## src/lbp_pkg.sv

```systemverilog
// ---------------------------------------------------------------------------
// lbp_pkg
// Types, constants and the quarter sine table of the beam to pixel mapper.
// ---------------------------------------------------------------------------
`default_nettype none

package lbp_pkg;

  localparam int BEAM_COUNT = 360;
  localparam int IMG_WIDTH  = 400;
  localparam int IMG_HEIGHT = 400;

  localparam int BEAM_W   = 9;
  localparam int RANGE_W  = 16;
  localparam int ANGLE_W  = 16;
  localparam int PIX_W    = 9;
  localparam int CFG_IDX_W = 2;
  localparam int CFG_W    = 16;

  localparam int MAG_W  = 15;
  localparam int DIFF_W = 11;
  localparam int FRAC_W = 9;
  localparam int P1_W   = MAG_W + RANGE_W;
  localparam int P2_W   = P1_W + CFG_W;
  localparam int Q_W    = P2_W - 31 + 1;
  localparam int SUM_W  = Q_W + 2;

  localparam logic [PIX_W-1:0] COL_CENTER = PIX_W'(IMG_WIDTH / 2);
  localparam logic [PIX_W-1:0] COL_LAST   = PIX_W'(IMG_WIDTH - 1);
  localparam logic [PIX_W-1:0] ROW_BOTTOM = PIX_W'(IMG_HEIGHT - 1);
  localparam logic [PIX_W-1:0] ROW_LAST   = PIX_W'(IMG_HEIGHT - 1);

  localparam logic [ANGLE_W-1:0] QUARTER_TURN = 16'h4000;

  typedef enum logic [CFG_IDX_W-1:0] {
    REG_ANGLE_START = 2'd0,
    REG_ANGLE_STEP  = 2'd1,
    REG_MAX_RANGE   = 2'd2,
    REG_SCALE       = 2'd3
  } cfg_reg_e;

  typedef struct packed {
    logic [BEAM_W-1:0]  beam_index;
    logic [RANGE_W-1:0] range_mm;
  } in_beat_t;

  typedef struct packed {
    logic [PIX_W-1:0] pixel_row;
    logic [PIX_W-1:0] pixel_col;
  } out_beat_t;

  typedef struct packed {
    logic [CFG_W-1:0] angle_start;
    logic [CFG_W-1:0] angle_step;
    logic [CFG_W-1:0] max_range_mm;
    logic [CFG_W-1:0] scale_q16;
  } cfg_t;

  function automatic logic [MAG_W-1:0] sine_tab(input logic [5:0] k);
    logic [MAG_W-1:0] v;
    unique case (k)
      6'd0:  v = 15'd0;
      6'd1:  v = 15'd1608;
      6'd2:  v = 15'd3212;
      6'd3:  v = 15'd4808;
      6'd4:  v = 15'd6393;
      6'd5:  v = 15'd7962;
      6'd6:  v = 15'd9512;
      6'd7:  v = 15'd11039;
      6'd8:  v = 15'd12540;
      6'd9:  v = 15'd14010;
      6'd10: v = 15'd15447;
      6'd11: v = 15'd16846;
      6'd12: v = 15'd18205;
      6'd13: v = 15'd19520;
      6'd14: v = 15'd20788;
      6'd15: v = 15'd22006;
      6'd16: v = 15'd23170;
      6'd17: v = 15'd24279;
      6'd18: v = 15'd25330;
      6'd19: v = 15'd26320;
      6'd20: v = 15'd27245;
      6'd21: v = 15'd28106;
      6'd22: v = 15'd28898;
      6'd23: v = 15'd29622;
      6'd24: v = 15'd30273;
      6'd25: v = 15'd30853;
      6'd26: v = 15'd31357;
      6'd27: v = 15'd31786;
      6'd28: v = 15'd32138;
      6'd29: v = 15'd32413;
      6'd30: v = 15'd32610;
      6'd31: v = 15'd32729;
      default: v = 15'd32767;
    endcase
    return v;
  endfunction

endpackage

`default_nettype wire

```

## src/lbp_angle.sv

```systemverilog
// ---------------------------------------------------------------------------
// lbp_angle
// Two stages: beam angle from index and step with the index and range drop
// decision, then the mirrored sine and cosine angles with the half-turn drop decision.
// ---------------------------------------------------------------------------
`default_nettype none

module lbp_angle (
  input  wire logic                            clk,
  input  wire logic                            rst_n,
  input  wire logic                            adv,
  input  wire logic                            in_valid,
  input  wire lbp_pkg::in_beat_t               in_data,
  input  wire lbp_pkg::cfg_t                   cfg,
  output logic                                 ang_valid,
  output logic [lbp_pkg::ANGLE_W-1:0]          sin_ang,
  output logic [lbp_pkg::ANGLE_W-1:0]          cos_ang,
  output logic [lbp_pkg::RANGE_W-1:0]          ang_range
);
  import lbp_pkg::*;

  localparam logic [BEAM_W-1:0] BEAM_LIM = BEAM_W'(BEAM_COUNT);

  logic                 v1_r, v1_nxt;
  logic [ANGLE_W-1:0]   angle_r, angle_nxt;
  logic [RANGE_W-1:0]   range1_r;
  logic                 v2_r, v2_nxt;
  logic [ANGLE_W-1:0]   sin_r, sin_nxt;
  logic [ANGLE_W-1:0]   cos_r, cos_nxt;
  logic [RANGE_W-1:0]   range2_r;
  logic [BEAM_W+ANGLE_W-1:0] step_prod;

  always_comb begin
    step_prod = (BEAM_W+ANGLE_W)'(in_data.beam_index) * (BEAM_W+ANGLE_W)'(cfg.angle_step);
    angle_nxt = step_prod[ANGLE_W-1:0] + cfg.angle_start;
    v1_nxt    = in_valid && (in_data.beam_index < BEAM_LIM) &&
                (in_data.range_mm <= cfg.max_range_mm);
    sin_nxt   = QUARTER_TURN - angle_r;
    cos_nxt   = sin_nxt + QUARTER_TURN;
    v2_nxt    = v1_r && ((sin_nxt == '0) || sin_nxt[ANGLE_W-1]);
  end

  always_ff @(posedge clk) begin
    if (!rst_n) begin
      v1_r <= 1'b0;
      v2_r <= 1'b0;
    end else if (adv) begin
      v1_r <= v1_nxt;
      v2_r <= v2_nxt;
    end
  end

  always_ff @(posedge clk) begin
    if (adv) begin
      angle_r  <= angle_nxt;
      range1_r <= in_data.range_mm;
      sin_r    <= sin_nxt;
      cos_r    <= cos_nxt;
      range2_r <= range1_r;
    end
  end

  assign ang_valid = v2_r;
  assign sin_ang   = sin_r;
  assign cos_ang   = cos_r;
  assign ang_range = range2_r;

endmodule

`default_nettype wire

```

## config.mk

```make
export PLATFORM = sky130hd
export DESIGN_NAME = lbp_angle
export DESIGN_NICKNAME = d
export VERILOG_FILES = /design/src/lbp_pkg.sv /design/src/lbp_angle.sv
export SDC_FILE = /design/constraint.sdc
export NUM_CORES = 1
export LEC_CHECK = 0
export ABC_AREA = 1
export BUFFER_PORTS_ARGS = -buffer_cell sky130_fd_sc_hd__buf_4
export CORE_MARGIN = 1.5
export CORE_UTILIZATION = 60
export CTS_CLUSTER_DIAMETER = 30
export CTS_CLUSTER_SIZE = 30
export DETAILED_ROUTE_END_ITERATION = 8
export PLACE_DENSITY_LB_ADDON = 0.15
export SLEW_MARGIN = 15
export SYNTH_ARGS = -nofsm -noshare
export SYNTH_HDL_FRONTEND = slang
export SYNTH_SLANG_ARGS = --single-unit
export TNS_END_PERCENT = 100
```

## constraint.sdc

```tcl
create_clock -name clk -period 17.2 [get_ports clk]
set_clock_uncertainty 0.1 [all_clocks]
set_input_delay 4.3 -clock clk [delete_from_list [all_inputs] [get_ports clk]]
set_output_delay 4.3 -clock clk [all_outputs]
set_load 0.03 [all_outputs]
```

# --- Word-level counts from Yosys, hierarchy flattened ---
# Cells that the tools add are included.
word_totals:
  ff_bits: 82
  input_bits: 93
  output_inout_bits: 49
classes:
  mul: 1
  reduce_logical: 5
  n_addsub: 3
  order_cmp: 2
ops:
  columns: ["op", "count"]
  rows:
  - ["$add 16x15->16 const B", 1]
  - ["$add 16x16->16", 1]
  - ["$le 16x16->1", 1]
  - ["$logic_not 16->1", 1]
  - ["$mul 9x16->16", 1]
  - ["$sub 15x16->16 const A", 1]
  - ["$lt 9x9->1 const B", 1]
  - ["$logic_and 1x1->1", 3]
  - ["$logic_or 1x1->1", 1]

# --- Depth between registers and ports, before layout ---
# Gate-level depths: netlist (run 1).
depth:
  depth_word: 4
  depth_mapped: 21

# --- Worst setup path after synthesis (run 1) ---
# OpenSTA, ideal clock, no wires.
synth_path:
  path_type: "input -> register"
  start: "in in_data[16] (netlist name)"
  end: "reg angle_r[12] (data pin)"
  path_slack_ns: 8.199
  n_path_buf: 2
  arrival_ns: 8.639
  stages: 20
  setup_time_ns: 0.262
  path_cell_list: "clkbuf_1 clkbuf_1 nand2_1 fa_1 inv_1 fa_1 inv_1 fa_1 inv_1 fa_1 inv_1 fa_1 inv_1 ha_1 a21oi_1 o21ai_0 nand3b_1 a21oi_1 o21ai_1 xor2_1"
synth_between:
  elab_chain_len: 2
synth_lines:
  columns: ["element", "line_no", "text"]
  rows:
  - ["start: declaration", "lbp_angle.sv:13", "input wire lbp_pkg::in_beat_t in_data,"]
  - ["$mul 9x16->16", "lbp_angle.sv:34", "step_prod = (BEAM_W+ANGLE_W)'(in_data.beam_index) * (BEAM_W+ANGLE_W)'(cfg.angle_step);"]
  - ["$add 16x16->16", "lbp_angle.sv:35", "angle_nxt = step_prod[ANGLE_W-1:0] + cfg.angle_start;"]
  - ["net angle_nxt[12]", "lbp_angle.sv:25", "logic [ANGLE_W-1:0] angle_r, angle_nxt;"]
  - ["end signal: assignment", "lbp_angle.sv:55", "angle_r <= angle_nxt;"]
  - ["end: declaration", "lbp_angle.sv:25", null]
# The timed path passes the listed nets, and every way through them passes these cells.
# A chain may end at the register's enable or synchronous reset.

# --- Worst setup path after layout (run 1) ---
layout_path:
  start: "in in_data[18] (netlist name)"
  end: "reg angle_r[13] (data pin)"
# The elaborated chain is that of the path after synthesis.

==> impl_results.md, run 1 <==
- Largest net degree at the start of global routing: 71
- Vias per cell: 5.13
- P&R area growth vs syn: 18.2%
- Outcome: finished, final reports clean
- M1 WL: 5.38 mm
- Max Fclk: 113 MHz
- Routed WL per cell: 14.0 um
- Syn avg cell area: 8.85 um2
- Setup ws final: 8360 ps
- Die height: 109 um
- Power share of the clock group: 0.146
- I/O Buffers: 125
- Number of buffers created by CTS: 9
- Most frequent cells in the layout: 202 x inv_1, 184 x nand2_1, 125 x buf_4
- CTS tree: done
- Die Wd: 109 um
- Seq cells post-synth: 68
- Unrepaired setup endpoints after global routing: false
- CTS Root Cell: clkbuf_16
- Crit Path Class: input pin to flop
- YS warnings: 0
- Sw Pwr: 572 uW
- Net count after synthesis: 988
- DR vias: 5214
- Std cell rows: 38
- Initial Util: 0.622
- CP Capture Type: flop
- Number of routed nets with antenna violations: 0
- Pre-CTS setup slack: 8120 ps
- IO Count: 142
- Total global routing overflow: 0
- Drt drc: 0
- Register area share after synthesis: 0.297
- Max-slew headroom: 0.449
- Maximum vdd drop: 109 uV
- Max-cap violation count: 0
- Max layer used: met4
- CP Launch Type: input pin
- Setup Viol. Count Final: 0
- Vias in the first global route: 5378
- Clk sink count: 68
- # H-tree levels: 3
- Routed WL: 14.2 mm
- Post-CTS setup buffer count: 0
- Total Routing Usage GR: 0.249
- Yosys cell types: 35
- Final hold violation count: 0
- Post-detail-place hpwl: 11.5 mm
- Die Footprint: 12000 um2
- Clock buffer depth: 2
- Final std cells w/o fill: 1016
- Leading cell type in the layout, fill and taps excluded: inv_1
- Mapped Cells: 768
- Met2 WL: 7.73 mm
- Layout cells sized above 1: 0.196
- Worst EP arrival: 8810 ps
- Placed insts: 1000
- Core Area: 10900 um2
- Nets@finish: 1091
- Gpl congestion: 0.896
- Ant diodes: 0
- Cell area after synthesis: 6800 um2
- Internal power: 700 uW
- Iteration-0 DRC Markers: 194
- Setup TNS: 0 ps
- Leak Pwr: 0.00435 uW
- Initial antenna violation count: 0
- Worst-margin pin slew: 826 ps
- First-pass GRT wire length: 23.0 mm
- Metal3 WL: 753 um
- Post-CTS Hold Buffers: 0
- CP Data Required Time: 17170 ps
- HP Class: flop to flop
- Worst-Skew Late Latency: 320 ps
- Resized Gates After CTS: 0
- Fill cell count: 787
- Seq pwr share: 0.226
- Clock transition at path regs: 50 ps
- Power Density: 158 nW/um2
- Crit path max fanout: 14
- Final Max Tran Viols: 0
- Fin crit period: 8840 ps
- Final worst path period share: 0.514
- Fraction of power spent switching nets: 0.450
- Comb power frac: 0.628
- Pre-antenna DRT Iters: 6
==> cells in the mapped netlist <==
library cell  instances  share of area
a31oi_1               2         0.0018
nand2_1             184           0.10
a21oi_1              22          0.016
nand3_2               1         0.0015
nor3_2                1         0.0015
xnor2_1              12          0.015
nand3b_1              3         0.0033
dfxtp_1               2         0.0059
nor2_2               11          0.010
inv_1               202           0.11
nor3_1                2         0.0015
nor4_1                1        0.00092
inv_2                 4         0.0022
o21bai_1              2         0.0022
edfxtp_1             66           0.29
clkbuf_1             15         0.0083
a21o_1                1         0.0011
o21a_1                1         0.0011
xnor2_4               1         0.0040
o221ai_1              1         0.0013
or2_2                 2         0.0018
nand2_2               8         0.0074
buf_4                18          0.020
xor2_1               15          0.019
o211ai_1              1         0.0011
a21oi_2               1         0.0013
o21ai_1               3         0.0022
fa_1                 78           0.23
nor2_1               22          0.012
nand2_4               1         0.0017
nand3_1              18          0.013
nand4_1               3         0.0028
o21ai_0              13         0.0096
ha_1                 49          0.090
xnor2_2               2         0.0048
==> layer usage <==
metal  vias to the layer above  global-route usage
li1                       2485                   -
met1                      2509               0.275
met2                       190               0.484
met3                        30              0.0261
met4                         0              0.0955
met5                         -                   0
==> registers in the layout, indices dropped and copies added, names as in the netlist <==
name	count
sin_ang	16
ang_valid	1
ang_range	16
v1_r	1
angle_r	16
range1_r	16
cos_ang	2
==> cells by family (layout without fill, tap and decap cells) <==
group                      count (synthesis)  count (layout)  synth area share
and+or+nand+nor                          257             257             0.159
buffers and inverters                    239             347             0.142
adders and majority gates                127             127             0.320
DFF                                       68              68             0.297
AOI/OAI and AO/OA                         47              47            0.0379
xor gates and xnor gates                  30              30            0.0436
==> path summary, 6_finish.rpt <==
path	startpoint	to	slack, ps	cells after the start
setup / recovery	in_data[18]	angle_r[13]	8360	20
hold / removal	range1_r[5]	ang_range[5]	320	0
setup reg to reg	angle_r[0]	ang_valid	14510	15
hold reg to reg	range1_r[5]	ang_range[5]	320	0
==> cell type report <==
type	instances	area (um2)	area share
well taps	140	175	0.0218
clock buffers	13	270	0.0336
flip-flops and latches	68	2020	0.252
repair buffers	125	938	0.117
multi-input cells	461	3810	0.474
clock inverters	3	45.0	0.00560
inverters	206	773	0.0962
==> critical path, stage by stage <==
cell and delay, ps:
buf_4 180, nand2_1 100, fa_1 530, inv_1 50, fa_1 510, inv_1 60, fa_1 480, inv_1 50
fa_1 530, inv_1 50, fa_1 500, inv_1 40, ha_1 380, nand2_1 80, nor2_1 230, nand3_1 140
nand3_1 160, a21oi_1 110, o21ai_0 220, xor2_1 90
==> power groups by stage <==
stage | Sequential (uW) | Combinational (uW) | Clock, uW
final | 288 | 799 | 185
after detailed placement | 290 | 785 | 0
after global routing | 293 | 897 | 195
after floorplan | 318 | 575 | 0
after global placement | 288 | 744 | 0
after CTS | 288 | 789 | 187
==> stage by stage <==
step	power, uW	util	hold slack, ps	instance area [um2]
4_1_cts	1260	0.735	318	8040
6_report	1270	0.735	317	8040
2_1_floorplan	892	-	300	6800
3_3_place_gp	1030	0.706	301	7720
3_5_place_dp	1080	0.706	305	7720
5_1_grt	1390	0.735	323	8040
No activity file was read; power rests on OpenSTA's default activity.
==> run 2: changes to the inputs <==
--- a/config.mk
+++ b/config.mk
@@ -5,10 +5,10 @@
 export SDC_FILE = /design/constraint.sdc
 export NUM_CORES = 1
 export LEC_CHECK = 0
-export ABC_AREA = 1
+export ABC_AREA = 0
 export BUFFER_PORTS_ARGS = -buffer_cell sky130_fd_sc_hd__buf_4
 export CORE_MARGIN = 1.5
-export CORE_UTILIZATION = 60
+export CORE_UTILIZATION = 51
 export CTS_CLUSTER_DIAMETER = 30
 export CTS_CLUSTER_SIZE = 30
 export DETAILED_ROUTE_END_ITERATION = 8
==> constraint.sdc (replaced) <==
create_clock -name clk -period 8.05 [get_ports clk]
set_clock_uncertainty 0.1 [all_clocks]
set_input_delay 2.0125 -clock clk [delete_from_list [all_inputs] [get_ports clk]]
set_output_delay 2.0125 -clock clk [all_outputs]
set_load 0.03 [all_outputs]
==> impl_results.md, run 2 <==
- Outcome: finished, final reports clean
- Drt drc: 0 (unchanged)
- Final Max Tran Viols: 0 (unchanged)
- Die Footprint: 13200 um2 (+10%)
- Crit Path Class: input pin to flop
- Total global routing overflow: 0 (unchanged)
- Worst-margin pin slew: 837 ps (+11.0 ps)
- Routed WL: 12.4 mm (-13%)
- Total Routing Usage GR: 0.205 (-0.0441)
- GR Util met1: 0.229 (-0.0464)
- Setup Viol. Count Final: 0 (unchanged)
- IO Count: 142 (unchanged)
- Setup ws final: 1460 ps (-6900 ps)
- Iteration-0 DRC Markers: 133 (-31%)
- Critical-path cell list: buf_4 -> and2_1 -> fa_1 -> fa_1 -> fa_1 -> fa_1 -> inv_1 -> fa_1 -> inv_1 -> ha_1 -> a21o_1 -> a2111o_1 -> o221ai_1 -> o21ai_0 -> xnor2_1
- Seq cells post-synth: 68 (unchanged)
- Layer carrying the most global-route usage: met2
- CP Data Required Time: 8010 ps (-9160 ps)
- Mapped Cells: 594 (-23%)
- Max-slew headroom: 0.442 (-0.00733)
- Post-synth EDFFs: 66 (unchanged)
- Largest net degree at the start of global routing: 72 (+1.4%)
- Post-Layout Inst Area: 7690 um2 (-4.3%)
- Nets@finish: 929 (-15%)
- Pre-CTS setup slack: 1110 ps (-7010 ps)
- Setup TNS: 0 ps (unchanged)
- Top area cells in the synthesized netlist: edfxtp_1 31%, fa_1 24%, ha_1 9.6%, inv_1 6.8%, and2_1 5.3%
- Initial Util: 0.527 (-0.0947)
- Hold EP: ang_range[6]
- Synth cell count leaders: 115 x inv_1, 78 x fa_1, 66 x edfxtp_1, 66 x nand2_1, 54 x and2_1
- Power Density: 336 nW/um2 (+110%)
- Routed WL per cell: 14.0 um (+0.56%)
- Unrepaired setup endpoints after global routing: false
- Gpl congestion: 0.863 (-3.7%)
- Critical register-to-register path startpoint: angle_r[8]
- Internal reg-to-reg setup slack: 4270 ps (-10240 ps)
- Initial antenna violation count: 0 (unchanged)
- Worst path max stage delay: 540 ps (about the same)
- First-pass GRT wire length: 21.0 mm (-9.0%)
- Critical Path Most Common Cell: fa_1
- Net count after synthesis: 814 (-18%)
- Cell area after synthesis: 6380 um2 (-6.1%)
- I/O Buffers: 125 (unchanged)
- HP Class: flop to flop
- Met2 track demand over resource: 0.384 (-0.0999)
- Most frequent cells in the layout: 125 x buf_4, 115 x inv_1, 78 x fa_1
- # H-tree levels: 3 (unchanged)
- Synth Flop Type: edfxtp_1
- Resized Gates After CTS: 0 (unchanged)
- Share of flip-flops with an asynchronous set or reset: 0 (unchanged)
- Slowest-stage cell, CP: fa_1
- Fin crit period: 6590 ps
- Final hold violation count: 0 (unchanged)
- Min-delay src: range1_r[6]
- Post-CTS setup buffer count: 0 (unchanged)
- Ant diodes: 0 (unchanged)
- CP Launch Type: input pin
- Vias in the first global route: 4698 (-13%)
- P&R area growth vs syn: 20.5%
- CTS tree: done
- Worst Hold Path Cells: 0 (unchanged)
- Yosys cell types: 48 (+37%)
- Clock buffer depth: 2 (unchanged)
- Post-CTS Hold Buffers: 0 (unchanged)
- Clock transition at path regs: 60 ps (about the same)
- Worst r2r dst: ang_valid
- Area after DPL: 7400 um2 (-4.1%)
- Register area share after synthesis: 0.317 (+0.0194)
- Core Area: 12100 um2 (+11%)
- CP Capture Type: flop
- Layout cells sized above 1: 0.204 (+0.00813)
- YS warnings: 0 (unchanged)
- Crit path max fanout: 9 (-5)
- Std cell rows: 40 (+5.3%)
- Max Fclk: 152 MHz
- Leading cell type in the layout, fill and taps excluded: buf_4
- Vias per cell: 5.02 (-2.2%)
- M3 GR Usage: 0.0369 (+0.0108)
- Number of buffers created by CTS: 9 (unchanged)
- Number of routed nets with antenna violations: 0 (unchanged)
- Leak Pwr: 0.00366 uW (-16%)
- Clk sink count: 68 (unchanged)
- Final worst path period share: 0.819
- Max-cap violation count: 0 (unchanged)
- Worst-Skew Late Latency: 330 ps (about the same)
- Pre-antenna DRT Iters: 5 (-1)
- DR vias: 4428 (-15%)
- Maximum vdd drop: 163 uV (+50%)
- CTS Root Cell: clkbuf_16
- Die Wd: 115 um (+5.0%)
- Syn avg cell area: 10.7 um2 (+21%)
- Die height: 115 um (+5.0%)
- Post-detail-place hpwl: 10.2 mm (-12%)
- Worst EP arrival: 6550 ps (-2260 ps)
- Top-count cell post-synth: inv_1
- Hold WS: 316 ps (-0.317 ps)
- Reg2reg path depth: 12 (-3)
- Share of the synthesized area in the top cell type: 0.310 (+0.0190)
- Yosys top cell by area: edfxtp_1
run 2: changes by cell type in the layout (fill, tap and decap cells not counted), moves of 9 or more:
cell     before  now
a21o_1        1   10
inv_1       202  115
nand3_1      18    4
a21oi_1      22   10
xnor2_1      12   30
nand2_1     184   66
nor2_2       11    0
and2_1        0   54
nor2_1       22   11
run 2: stage by stage:
stage	utilization	power, uW	instances
floorplan	-	1850	594
detailed placement	0.611	2210	866
global placement	0.611	2150	866
global route	0.635	2840	882
CTS	0.635	2600	882
finish	0.635	2580	882
run 2: how the worst max path moves through the flow:
stage                           start          end  cells past startpoint
after floorplan           in_data[18]  angle_r[15]                     16
after global placement        cfg[33]  angle_r[15]                     15
after CTS                     cfg[33]  angle_r[15]                     15
after detailed placement      cfg[33]  angle_r[15]                     15
after global routing      in_data[18]  angle_r[14]                     18
final                         cfg[33]  angle_r[15]                     15
run 2: logic make-up (layout without fill, tap and decap cells):
| kind of cell | count (synthesis) | after routing | synth area share |
|---|---|---|---|
| flops | 68 | 68 | 0.317 |
| simple gates | 169 | 169 | 0.140 |
| buf+inv | 136 | 256 | 0.0882 |
| compound gates | 49 | 49 | 0.0521 |
| xor+xnor | 44 | 44 | 0.0604 |
| fa+ha+maj | 127 | 127 | 0.341 |
| mux | 1 | 1 | 0.00176 |
run 2: report_power, final:
part           internal, uW  switching (uW)  leakage [uW]
registers               567            61.8      0.000662
clock network           238             141      0.000137
logic                   701             875       0.00286
total                  1510            1080       0.00366
run 2: critical path, delay by kind of cell:
kind / cells / cell delay (ps)
and+or+nand+nor: 1 / 180
buffers and inverters: 3 / 230
AOI/OAI and AO/OA: 4 / 1010
adders and majority gates: 6 / 2960
xor gates and xnor gates: 1 / 140
run 2: routing by layer:
metal,vias up,wire [um]
li1,2125,-
met1,2161,4860
met2,115,6630
met3,27,566
met4,0,335
met5,-,0
run 2: area by class of cell:
cell class	instances	area, um2
repair buffers	125	938
well taps	168	210
inverters	115	432
multi-input cells	390	3800
flip-flops and latches	68	2020
clock buffers	9	225
clock inverters	7	66.3
fillers	985	4420
==> run 3: changes to the inputs <==
--- a/config.mk
+++ b/config.mk
@@ -8,7 +8,7 @@
 export ABC_AREA = 0
 export BUFFER_PORTS_ARGS = -buffer_cell sky130_fd_sc_hd__buf_4
 export CORE_MARGIN = 1.5
-export CORE_UTILIZATION = 51
+export CORE_UTILIZATION = 56
 export CTS_CLUSTER_DIAMETER = 30
 export CTS_CLUSTER_SIZE = 30
 export DETAILED_ROUTE_END_ITERATION = 8
==> constraint.sdc (replaced) <==
create_clock -name clk -period 6.4 [get_ports clk]
set_clock_uncertainty 0.1 [all_clocks]
set_input_delay 1.6 -clock clk [delete_from_list [all_inputs] [get_ports clk]]
set_output_delay 1.6 -clock clk [all_outputs]
set_load 0.03 [all_outputs]
==> impl_results.md, run 3 (synthesized netlist as in run 2, its figures left out) <==
- Outcome: finished, final reports clean
- Number of buffers created by CTS: 9 (unchanged)
- Power Density: 441 nW/um2 (+31%)
- Post-detail-place hpwl: 10.4 mm (+2.4%)
- Vias in the first global route: 4817 (+2.5%)
- Hold WS: 317 ps (+0.585 ps)
- DR vias: 4511 (+1.9%)
- Leading cell type in the layout, fill and taps excluded: buf_4
- Clock buffer depth: 2 (unchanged)
- Sw Pwr: 1370 uW (+27%)
- Post-Route Utilization: 0.711 (+0.0761)
- Maximum vdd drop: 341 uV (+110%)
- Final worst path period share: 0.949
- Pre-CTS setup slack: -41.6 ps (-1150 ps)
- Gpl congestion: 0.910 (+5.4%)
- Unrepaired setup endpoints after global routing: false
- Total Routing Usage GR: 0.235 (+0.0302)
- Fraction of power spent switching nets: 0.398 (-0.0188)
- Leak Pwr: 0.00374 uW (+2.4%)
- Post-CTS Hold Buffers: 0 (unchanged)
- Final hold violation count: 0 (unchanged)
- Internal power: 2070 uW (+37%)
- HP Class: flop to flop
- Drt drc: 0 (unchanged)
- Setup Viol. Count Final: 0 (unchanged)
- Ant diodes: 0 (unchanged)
- Clock transition at path regs: 60 ps (about the same)
- Post-CTS setup buffer count: 0 (unchanged)
- Largest net degree at the start of global routing: 72 (unchanged)
- Clk sink count: 68 (unchanged)
- Setup TNS: 0 ps (unchanged)
- Number of routed nets with antenna violations: 0 (unchanged)
- Comb power frac: 0.605 (-0.005)
- CP Data Required Time: 6360 ps (-1650 ps)
- CP Capture Type: flop
- CTS tree: done
- Std cell rows: 38 (-5.0%)
- CP Launch Type: input pin
- Max-cap violation count: 0 (unchanged)
- Initial antenna violation count: 0 (unchanged)
- Iteration-0 DRC Markers: 101 (-24%)
- Max-slew headroom: 0.445 (+0.00342)
- Pre-antenna DRT Iters: 5 (unchanged)
- Crit path max fanout: 9 (unchanged)
- Most frequent cells in the layout: 138 x buf_4, 115 x inv_1, 78 x fa_1
- Final Max Tran Viols: 0 (unchanged)
- Vias per cell: 5.20 (+3.6%)
- Layout cells sized above 1: 0.221 (+0.0170)
- CTS Root Cell: clkbuf_16
- Worst-margin pin slew: 832 ps (-5.12 ps)
- Design Power: 3440 uW (+33%)
- Total global routing overflow: 0 (unchanged)
- Die height: 110 um (-4.5%)
- I/O Buffers: 125 (unchanged)
- Setup ws final: 327 ps (-1130 ps)
- Fin crit period: 6070 ps
- Nets@finish: 942 (+1.4%)
- Die Wd: 110 um (-4.5%)
- Max Fclk: 165 MHz
- Routed WL per cell: 14.6 um (+3.9%)
- Fill cell count: 818 (-17%)
- P&R area growth vs syn: 22.4%
- Power share of the clock group: 0.165 (+0.018)
- IO Count: 142 (unchanged)
- Core Area: 11000 um2 (-9.3%)
- Initial Util: 0.581 (+0.0542)
- Worst EP arrival: 6040 ps (-510 ps)
- Crit Path Class: input pin to flop
- Routed WL: 12.6 mm (+2.1%)
- Seq pwr share: 0.230 (-0.013)
- # H-tree levels: 3 (unchanged)
- Die Footprint: 12000 um2 (-8.7%)
- First-pass GRT wire length: 21.3 mm (+1.8%)
- Worst-Skew Late Latency: 330 ps (about the same)
- Resized Gates After CTS: 0 (unchanged)
## run 3: critical path: stages
cell	delay, ps
buf_4	150
and2_1	180
fa_1	510
fa_1	520
fa_1	520
fa_1	540
inv_1	50
fa_1	490
inv_1	40
ha_1	330
a21o_1	210
a2111o_1	400
o221ai_1	200
o21ai_0	150
xnor2_1	140
## run 3: stage by stage
stage / area (um2) / instances
finish: 7810 / 867
global route: 7810 / 867
CTS: 7810 / 867
detailed placement: 7460 / 851
global placement: 7460 / 851
floorplan: 6380 / 594
## run 3: worst paths after layout
kind	start	end	slack [ps]	depth (start not counted)
min	range1_r[12]	ang_range[12]	320	0
min reg2reg	range1_r[12]	ang_range[12]	320	0
max reg2reg	angle_r[6]	ang_valid	2680	12
max	cfg[33]	angle_r[15]	330	15
## run 3: power groups by stage
stage	registers [uW]	clock network (uW)	logic, uW
3_5_place_dp	799	0	2090
2_1_floorplan	871	0	1460
4_1_cts	791	576	2100
5_1_grt	802	593	2370
3_3_place_gp	790	0	2040
6_report	790	569	2080
## run 3: final cells by class
cell class / instances / area, um2 / share of cell area
clock inverter: 7 / 123 / 0.0157
sequential: 68 / 2020 / 0.259
multi-input combinational: 390 / 3800 / 0.486
inverter: 115 / 432 / 0.0553
tap: 140 / 175 / 0.0224
clock buffer: 9 / 225 / 0.0288
timing repair buffer: 138 / 1040 / 0.133
## run 3: layer usage
layer / wire length [um] / track usage
met2: 6840 / 0.452
met3: 601 / 0.0296
met5: 0 / 0
met4: 304 / 0.0983
met1: 4910 / 0.257
